## config.mk

```make
export PLATFORM = sky130hd
export DESIGN_NAME = sms_cfg
export DESIGN_NICKNAME = d
export VERILOG_FILES = /design/src/hdl/sms_pkg.sv /design/src/hdl/sms_cfg.sv
export SDC_FILE = /design/constraint.sdc
export NUM_CORES = 1
export LEC_CHECK = 0
export BUFFER_PORTS_ARGS = -buffer_cell sky130_fd_sc_hd__clkbuf_2
export CORE_MARGIN = 2
export CORE_UTILIZATION = 35
export DETAILED_ROUTE_END_ITERATION = 16
export PLACE_DENSITY = 0.92
export SYNTH_ARGS = -nofsm -noshare
export SYNTH_HDL_FRONTEND = slang
export SYNTH_SLANG_ARGS = --single-unit
```

## constraint.sdc

```tcl
create_clock -name i_clk -period 2.9 [get_ports i_clk]
set_clock_uncertainty 0.2 [all_clocks]
set_input_delay 0.58 -clock i_clk [delete_from_list [all_inputs] [get_ports i_clk]]
set_output_delay 0.58 -clock i_clk [all_outputs]
set_load 0.05 [all_outputs]
```

## src/hdl/sms_pkg.sv

```systemverilog
// Package with the shared types and constants of the sorted matrix search core.
`default_nettype none

package sms_pkg;

    localparam int MAX_ROWS    = 16;
    localparam int MAX_COLS    = 16;
    localparam int VALUE_W     = 32;
    localparam int ROW_W       = $clog2(MAX_ROWS);
    localparam int COL_W       = $clog2(MAX_COLS);
    localparam int CNT_W       = 5;
    localparam int ADDR_W      = ROW_W + COL_W;
    localparam int STACK_DEPTH = 16;
    localparam int STK_IDX_W   = $clog2(STACK_DEPTH);
    localparam int STK_PTR_W   = STK_IDX_W + 1;
    localparam int APB_DATA_W  = 32;
    localparam int APB_ADDR_W  = 3;

    localparam logic OP_WRITE  = 1'b0;
    localparam logic OP_SEARCH = 1'b1;

    localparam logic REG_ROWS_IN_USE = 1'b0;
    localparam logic REG_COLS_IN_USE = 1'b1;

    typedef logic signed [VALUE_W-1:0] t_value;

    typedef struct packed {
        logic             op;
        logic [ROW_W-1:0] row;
        logic [COL_W-1:0] col;
        t_value           value;
    } t_req;

    typedef struct packed {
        logic             found;
        logic [ROW_W-1:0] found_row;
        logic [COL_W-1:0] found_col;
    } t_rsp;

    // Half-open region: columns left..right-1, rows top..bottom-1.
    typedef struct packed {
        logic [CNT_W-1:0] left;
        logic [CNT_W-1:0] right;
        logic [CNT_W-1:0] top;
        logic [CNT_W-1:0] bottom;
    } t_region;

    typedef struct packed {
        logic [CNT_W-1:0] rows_in_use;
        logic [CNT_W-1:0] cols_in_use;
    } t_cfg;

    typedef struct packed {
        logic clear;
        logic push_pair;
        logic pop;
    } t_stk_ctl;

    typedef enum logic [1:0] {
        ST_IDLE,
        ST_EVAL,
        ST_CMP
    } t_state;

endpackage

`default_nettype wire

```

## src/hdl/sms_cfg.sv

```systemverilog
// Configuration registers behind the APB-style port.
`default_nettype none

module sms_cfg (
    input  wire                              i_clk,
    input  wire                              i_rst_n,
    input  wire                              psel,
    input  wire                              penable,
    input  wire                              pwrite,
    input  wire [sms_pkg::APB_ADDR_W-1:0]    paddr,
    input  wire [sms_pkg::APB_DATA_W-1:0]    pwdata,
    output logic [sms_pkg::APB_DATA_W-1:0]   prdata,
    output logic                             pready,
    output sms_pkg::t_cfg                    o_cfg
);

    sms_pkg::t_cfg              r_cfg;
    logic [sms_pkg::CNT_W-1:0]  w_val;
    logic [sms_pkg::CNT_W-1:0]  w_rows;
    logic [sms_pkg::CNT_W-1:0]  w_cols;
    logic                       w_wr;

    assign pready = 1'b1;
    assign w_wr   = psel & penable & pwrite;
    assign w_val  = pwdata[sms_pkg::CNT_W-1:0];

    // Values beyond the matrix size saturate to it.
    assign w_rows = (w_val > sms_pkg::CNT_W'(sms_pkg::MAX_ROWS)) ?
                    sms_pkg::CNT_W'(sms_pkg::MAX_ROWS) : w_val;
    assign w_cols = (w_val > sms_pkg::CNT_W'(sms_pkg::MAX_COLS)) ?
                    sms_pkg::CNT_W'(sms_pkg::MAX_COLS) : w_val;

    always_ff @(posedge i_clk) begin
        if (!i_rst_n) begin
            r_cfg.rows_in_use <= sms_pkg::CNT_W'(sms_pkg::MAX_ROWS);
            r_cfg.cols_in_use <= sms_pkg::CNT_W'(sms_pkg::MAX_COLS);
        end else if (w_wr) begin
            case (paddr[2])
                sms_pkg::REG_ROWS_IN_USE: r_cfg.rows_in_use <= w_rows;
                sms_pkg::REG_COLS_IN_USE: r_cfg.cols_in_use <= w_cols;
                default: ;
            endcase
        end
    end

    always_comb begin
        prdata = '0;
        case (paddr[2])
            sms_pkg::REG_ROWS_IN_USE:
                prdata = sms_pkg::APB_DATA_W'(r_cfg.rows_in_use);
            sms_pkg::REG_COLS_IN_USE:
                prdata = sms_pkg::APB_DATA_W'(r_cfg.cols_in_use);
            default: prdata = '0;
        endcase
    end

    assign o_cfg = r_cfg;

endmodule

`default_nettype wire

```

# Word level (Yosys, flattened, before mapping)
# Cells that the tools add are included.
dict set report word_totals {
  reg_bits 10
  input_bits 40
  out_inout_bits 43
  word_cells 10
}
dict set report classes {
  magnitude_cmp 1
  mux 2
  bitwise_logic 3
  n_reduce_logical 2
}
# operator n
set op_table {}
lappend op_table {{$pmux 32 s2} 1}
lappend op_table {{$gt 5x5->1 const B} 1}
lappend op_table {{$mux 5} 1}
lappend op_table {{$reduce_and 2->1} 2}
lappend op_table {{$and 1x1->1} 2}
lappend op_table {{$not 1->1} 1}

# Longest topological paths before layout
# Gate-level depths: netlist of run 1.
dict set report logic_depth {
  ltp_word 3
  ltp_mapped 3
  depth_no_buf 2
}

# Worst setup path after synthesis of run 1
# Ideal clock, no wire load.
dict set report synth_path {
  kind {input to output}
  from {input port paddr[2] (netlist bit)}
  to {output port prdata[0] (netlist bit)}
  arrival_ns 1.130
  required_time_ns 2.120
  slack_ns 0.990
  cell_stages 2
  path_buffers 1
  cell_sequence {buf_6 mux2_2}
}
dict set report synth_via {
  elab_chain_len 2
}
# element line_no
set synth_rtl {}
lappend synth_rtl {{start, declared} sms_cfg.sv:10} ;# input wire [sms_pkg::APB_ADDR_W-1:0] paddr,
lappend synth_rtl {{$not 1->1} --}
lappend synth_rtl {{$pmux 32 s2 *} sms_cfg.sv:48} ;# case (paddr[2])
lappend synth_rtl {{end, declared} sms_cfg.sv:12} ;# output logic [sms_pkg::APB_DATA_W-1:0] prdata,
# Mark *: on every way between the ends. The rest lies on a longest branch, timed or not. The select of a mux whose other input is x is not followed.

# Worst setup path in the final report of run 1
dict set report layout_path {
  from {input port paddr[2] (netlist bit)}
  to {output port prdata[3] (netlist bit)}
}
# Same word-level chain as after synthesis.

==> impl_metrics.yaml, run 1 <==
min_path:
  hold_class: "flip-flop to flip-flop"
  whs_endpoint: "o_cfg[5]"
  worstHoldStart: "o_cfg[5]"
  worst_hold_path.num_cells: 2
global_route:
  use_met3: 0.0583
  grt_usage: 0.105
  antenna_found_initial: 0
  grtUsageMet1: 0.108
  grt-ovfl-total: 0
  grt_first_pass_wirelength_um: 1840
  grt-busiest-layer: "met2"
  grt_pass1_vias: 409
  grt_max_degree: 16
  grt_use_met2: 0.183
synth:
  synth_top_area_frac: 0.298
  synth_area_leaders: "buf_4 (30%), dfxtp_1 (28%), mux2i_1 (14%)"
  syn_inst: 74
  synth_largest_area_cell: "buf_4"
  ys_warn_count: 0
  avgSynthCellArea_um2: 9.54
  yosysUniqueCellTypes: 12
  yosysSeqAreaShare: 0.284
  ys_ff_latch: 10
  syn_area_um2: 706
clock_tree:
  cts_buffers: 3
  cts_root_buf: "clkbuf_4"
  clk_pin_slew_worst_paths_ps: 50
  cts_setup_buffers: 0
  cts_htree_levels: 1
  ctsHoldBuffers: 0
  clockBufferDepth: 2
  cts-resized-gates: 0
  clock_latency_ps: 250
  cts_sinks: 10
  cts_tree: "done"
drt:
  route.detailed.drc: 0
  viasPerCell: 3.97
  ant_nets: 0
  firstDrtPassIters: 4
  wire_per_inst_um: 9.90
  num_vias: 496
  totalWireLength_um: 1240
  drt_iter0_drc: 2
die:
  die_w_um: 48.9
  row_count: 16
  ioPinCount: 83
  fp.coreArea_um2: 1920
  start_util: 0.367
  die_h_um: 48.9
  die_area_um2: 2390
worst_setup_path:
  critPathMostFrequentCell: "clkbuf_2"
  rr_endpoint: "o_cfg[9]"
  cp_max_fo: 7
  required_ps: 2120
  crit-reg2reg-launch: "o_cfg[9]"
  critPathCaptureType: "primary output"
  cp_cell_sequence: "clkbuf_2 > mux2_2 > clkbuf_2"
  worst_r2r_path_depth: 2
  cp_top_family: "buffers and inverters"
  slowest_stage: "mux2_2"
  r2r_slack_ps: 2070
  critical_path_buf_inv_count: 2
  start_kind: "primary input"
  path_depth: 3
  critPathKind: "primary input to primary output"
  max_stage_delay_ps: 350
  arrival_ps: 1360
layout:
  multi_input_area_um2: 377
  largest_reg_flops: 10
  regArea_um2: 200
  fillers: 214
  syn2layout_area_growth_pct: 7.45
  stdcell_count: 125
  antennaDiodeCount: 0
  layout.nets: 140
  drive_gt1_frac: 0.357
placement:
  place_congestion: 0.657
  place_ws_ps: 748
  place_hpwl_um: 1050
  dp.cells: 122
  io_buffers: 25
sta:
  period_needed_ps: 2140
  fin_crit_sh: 0.739
  max_freq_mhz: 467
  setup_tns_ps: 0
  slew_violations: 0
  hold_slack_ps: 284
  finalHoldViolCount: 0
  setup_viol: 0
  layout_setup_ws_ps: 757
  rsz0062_at_grt: "false"
power_and_ir_drop:
  power_density_nw_per_um2: 458
  ir_drop_mv: 0.343
  leakage_uw: 0.000447
  p_total_uw: 347
run:
  drv_cap: 0
run_status:
  outcome: "completed"
## logic make-up (layout without fill, tap and decap cells)
logic type,count (synthesis),in the layout,synth area share
other,2,28,0.0106
flip-flops,10,10,0.284
buffers and inverters,30,28,0.321
multiplexers,15,15,0.222
AND/OR/NAND/NOR,17,17,0.163
## layout by cell type (no fill, tap or decap)
| cell | instances |
|---|---|
| clkbuf_2 | 25 |
| clkbuf_4 | 3 |
| conb_1 | 28 |
| dfxtp_1 | 10 |
| mux2_2 | 5 |
| mux2i_1 | 10 |
| nand2_1 | 8 |
| nand3b_1 | 4 |
| nand4_2 | 1 |
| nand4b_4 | 1 |
| nor2b_1 | 3 |
## metrics by stage
step | cell area [um2] | util
3_3_place_gp | 736 | 0.383
6_report | 758 | 0.395
2_1_floorplan | 803 | -
3_5_place_dp | 736 | 0.383
5_1_grt | 758 | 0.395
4_1_cts | 758 | 0.395
## how the worst max path moves through the flow
stage                  start         to
finish              paddr[2]  prdata[3]
global route        paddr[2]  prdata[0]
CTS                 paddr[2]  prdata[0]
detailed placement  paddr[2]  prdata[3]
global placement    paddr[2]  prdata[1]
floorplan           paddr[2]  prdata[0]
## synth_stat cells
library cell   n
buf_4         28
dfxtp_1       10
mux2i_1       10
nand2_1        8
mux2_2         5
nand3b_1       4
nor2b_1        3
conb_1         2
buf_2          1
buf_6          1
nand4_2        1
nand4b_4       1
## final cells by class
type,count,area share
Clock buffer,3,0.0297
Sequential cell,10,0.264
Multi-Input combinational cell,60,0.497
Timing Repair Buffer,25,0.165
Tap cell,27,0.0446
## per-layer routing
metal	vias up	share of wire	wire length (um)
met4	0	0	0
li1	238	-	-
met3	0	0.13	163
met1	219	0.36	451
met2	39	0.50	623
met5	-	0	0
## worst reg2reg max path, stage by stage, from the launching register on
cell     delay [ps]
dfxtp_1         320
nor2b_1         120
mux2i_1          80
## where the power goes
group	total, uW	leakage [uW]	internal, uW	switching (uW)
clock	88.4	0.0000138	47.6	40.8
sequential	141	0.0000808	139	1.47
combinational	118	0.000353	14.3	104
total	347	0.000447	201	146
(Power assumes the default switching activity.)
==> run 2: changes to the inputs <==
- CORE_UTILIZATION: 35 -> 29
- PLACE_DENSITY: 0.92 -> 0.83
- clock period: 2.9 -> 1.85 ns (I/O delays scaled with it)
==> impl_metrics.yaml, run 2 (synthesis gave the netlist of run 1 again) <==
layout:
  syn2layout_area_growth_pct: 7.62
  final_common_cell: "conb_1"
  antennaDiodeCount: 0
  layout.nets: 140
  drive_gt1_frac: 0.357
  fillers: 248
  mostFrequentLayoutCells: "conb_1 (28), clkbuf_2 (25), mux2i_1 (10), dfxtp_1 (10), nand2_1 (8)"
  largest_reg_flops: 10
  stdcell_count: 126
min_path:
  worstHoldStart: "pwdata[1]"
  whs_endpoint: "o_cfg[1]"
  hold_class: "primary input to flip-flop"
  worst_hold_path.num_cells: 3
worst_setup_path:
  r2r_slack_ps: 1010
  start_kind: "primary input"
  critPathKind: "primary input to primary output"
  cp_max_fo: 7
  critPathCaptureType: "primary output"
  rr_endpoint: "o_cfg[9]"
  crit-reg2reg-launch: "o_cfg[9]"
  worst_r2r_path_depth: 2
  required_ps: 1280
  arrival_ps: 1170
global_route:
  grt-ovfl-total: 0
  grt_max_degree: 16
  antenna_found_initial: 0
  grt_usage: 0.0863
  grt_pass1_vias: 391
  grt_first_pass_wirelength_um: 1750
drt:
  totalWireLength_um: 1210
  firstDrtPassIters: 4
  viasPerCell: 3.88
  num_vias: 489
  wire_per_inst_um: 9.60
  ant_nets: 0
  drt_iter0_drc: 1
  route.detailed.drc: 0
sta:
  rsz0062_at_grt: "false"
  finalHoldViolCount: 0
  setup_viol: 0
  period_needed_ps: 1740
  slew_violations: 0
  fin_crit_sh: 0.939
  max_freq_mhz: 576
  setup_tns_ps: 0
  hold_slack_ps: 183
die:
  row_count: 17
  die_w_um: 53.3
  start_util: 0.313
  die_area_um2: 2840
  fp.coreArea_um2: 2250
  die_h_um: 53.3
  ioPinCount: 83
clock_tree:
  clock_latency_ps: 260
  cts_root_buf: "clkbuf_4"
  cts_htree_levels: 1
  cts_buffers: 3
  cts-resized-gates: 0
  cts_sinks: 10
  clockBufferDepth: 2
  cts_setup_buffers: 0
  cts_tree: "done"
  ctsHoldBuffers: 0
  clk_pin_slew_worst_paths_ps: 60
run_status:
  outcome: "completed"
placement:
  place_hpwl_um: 1010
  place_congestion: 0.667
  io_buffers: 25
  dp.cells: 123
power_and_ir_drop:
  leakage_uw: 0.000447
  ir_drop_mv: 0.335
  power_density_nw_per_um2: 722
run:
  drv_cap: 0
run 2: cell counts in the layout (fill, tap and decap cells not counted):
Identical to the previous run, type by type.
run 2: where the power goes:
part           internal, uW  switching [uW]
clock                  74.8            67.1
combinational          22.5             163
sequential              218            2.30
total                   316             232
run 2: per-stage QoR:
step | setup WS, ps | utilization | area (um2) | power (uW)
final | 114 | 0.337 | 759 | 548
after detailed placement | 111 | 0.327 | 737 | 411
after global routing | 74.8 | 0.337 | 759 | 576
after global placement | 112 | 0.327 | 737 | 409
after floorplan | 231 | - | 803 | 436
after CTS | 104 | 0.337 | 759 | 554
run 2: worst max-delay path by stage:
stage	start	endpoint	slack [ps]	cells after the start
finish	paddr[2]	prdata[3]	110	3
global route	paddr[2]	prdata[3]	70	3
CTS	paddr[2]	prdata[3]	100	3
detailed placement	paddr[2]	prdata[3]	110	3
global placement	paddr[2]	prdata[4]	110	3
floorplan	o_cfg[4]	prdata[4]	230	1
run 2: cell type report:
cell class / instances / area (um2) / area share
Tap cell: 28 / 35.0 / 0.0461
Multi-Input combinational cell: 60 / 377 / 0.496
Clock buffer: 3 / 22.5 / 0.0297
Sequential cell: 10 / 200 / 0.264
Timing Repair Buffer: 25 / 125 / 0.165
run 2: per-layer routing:
layer | wire (um) | global-route usage | part of all wire | vias to the layer above
met5 | 0 | 0 | 0 | -
met3 | 142 | 0.0508 | 0.12 | 0
met1 | 479 | 0.111 | 0.40 | 219
met4 | 0 | 0 | 0 | 0
li1 | - | - | - | 234
met2 | 588 | 0.132 | 0.49 | 36
run 2: critical path: stages:
cell and delay (ps):
clkbuf_2 200, mux2_2 360, clkbuf_2 230
==> run 3: changes to the inputs <==
- ABC_AREA: default -> 1
- CORE_UTILIZATION: 29 -> 30
- PLACE_DENSITY: 0.83 -> 0.82
- RECOVER_POWER: default -> 50
==> impl_metrics.yaml, run 3 <==
sta:
  layout_setup_ws_ps: 150
  period_needed_ps: 1700
  slew_headroom: 0.604
  setup_tns_ps: 0
  max_freq_mhz: 588
  rsz0062_at_grt: "false"
  fin_crit_sh: 0.919
  slew_violations: 0
  finalHoldViolCount: 0
  worst_pin_slew_ps: 597
  setup_viol: 0
clock_tree:
  cts-resized-gates: 0
  cts_htree_levels: 1
  clock_latency_ps: 260
  clockBufferDepth: 2
  cts_setup_buffers: 0
  cts_root_buf: "clkbuf_4"
  ctsHoldBuffers: 0
  cts_tree: "done"
  cts_buffers: 3
  cts_sinks: 10
  clk_pin_slew_worst_paths_ps: 60
layout:
  drive_gt1_frac: 0.254
  multi_input_area_um2: 365
  regArea_um2: 200
  final_common_cell: "conb_1"
  layout.nets: 171
  largest_reg_flops: 10
  antennaDiodeCount: 0
  finish.utilization: 0.346
  mostFrequentLayoutCells: "conb_1 (28), nand2_1 (24), clkbuf_2 (23)"
  syn2layout_area_growth_pct: 6.61
  fillers: 277
global_route:
  grt-ovfl-total: 0
  antenna_found_initial: 0
  grt_usage: 0.112
  grt_max_degree: 11
  grt_first_pass_wirelength_um: 2170
  grt_pass1_vias: 505
die:
  start_util: 0.324
  die_w_um: 53.6
  row_count: 17
  ioPinCount: 83
  die_h_um: 53.6
  die_area_um2: 2870
  fp.coreArea_um2: 2280
synth:
  synth_area_leaders: "buf_4 (28%), dfxtp_1 (27%), nand2_1 (12%)"
  yosysUniqueCellTypes: 16
  synth-main-ff-cell: "dfxtp_1"
  synth_top_area_frac: 0.285
  ys_warn_count: 0
  syn_inst: 105
  syn_area_um2: 738
  ys_ff_latch: 10
  synth_largest_area_cell: "buf_4"
  yosys-top-cells-count: "buf_4 (28), nand2_1 (24), nor2_1 (17)"
  yosysSeqAreaShare: 0.271
  synth-edff-count: 0
  post-synth-top-count-cell: "buf_4"
  synthArstFlopShare: 0
  avgSynthCellArea_um2: 7.03
drt:
  drt_iter0_drc: 18
  firstDrtPassIters: 4
  num_vias: 631
  totalWireLength_um: 1420
  viasPerCell: 3.99
  ant_nets: 0
  wire_per_inst_um: 8.96
  route.detailed.drc: 0
worst_setup_path:
  critPathKind: "primary input to primary output"
  cp_cell_sequence: "clkbuf_2 > clkinv_4 > nand2_1 > nand2_1 > clkbuf_2"
  slowest_stage: "clkbuf_2"
  critPathCaptureType: "primary output"
  r2r_slack_ps: 960
  max_stage_delay_ps: 260
  required_ps: 1280
  arrival_ps: 1130
  cp_max_fo: 9
  start_kind: "primary input"
placement:
  place_congestion: 0.839
  place_ws_ps: 133
  place_hpwl_um: 1150
  io_buffers: 25
power_and_ir_drop:
  p_total_uw: 655
  leakage_uw: 0.000450
  ir_drop_mv: 0.366
  power_density_nw_per_um2: 833
min_path:
  hold_class: "primary input to flip-flop"
run_status:
  outcome: "completed"
run:
  drv_cap: 0
## run 3: path summary, 6_finish.rpt
path	startpoint	cells after the start	to
worst min-delay path	i_rst_n	2	o_cfg[9]
worst max register to register	o_cfg[2]	4	o_cfg[2]
worst max-delay path	paddr[2]	5	prdata[3]
worst min register to register	o_cfg[8]	2	o_cfg[8]
## run 3: kinds of logic after synthesis
kind of cell,synth area share
other,0.0102
AO/OA/AOI/OAI,0.0661
AND/OR/NAND/NOR,0.300
buffers and inverters,0.353
flip-flops,0.271
## run 3: final cells by class
class / instances / share of cell area
inverter: 6 / 0.0350
sequential: 10 / 0.254
multi-input combinational: 85 / 0.464
timing repair buffer: 25 / 0.156
tap: 28 / 0.0445
clock buffer: 4 / 0.0461
## run 3: routing by layer
metal,GRT usage,share of wire,routed length (um)
met5,0,0,0
met4,0.0897,0.027,38
met3,0.0306,0.10,144
met2,0.165,0.47,661
met1,0.135,0.40,572
## run 3: power by group
group | internal (uW) | total [uW] | switching, uW
clock network | 119 | 192 | 72.4
registers | 223 | 228 | 5.45
logic | 28.0 | 235 | 207
total | 370 | 655 | 285
## run 3: through the flow
step,cell area (um2),hold WS [ps],cells
finish,787,204,158
floorplan,840,283,131
detailed placement,767,299,154
global route,787,225,158
global placement,767,293,154
CTS,803,194,158
## run 3: critical path: cells and delay by family
kind,cells,cell delay [ps]
buffers and inverters,3,620
and+or+nand+nor,2,130
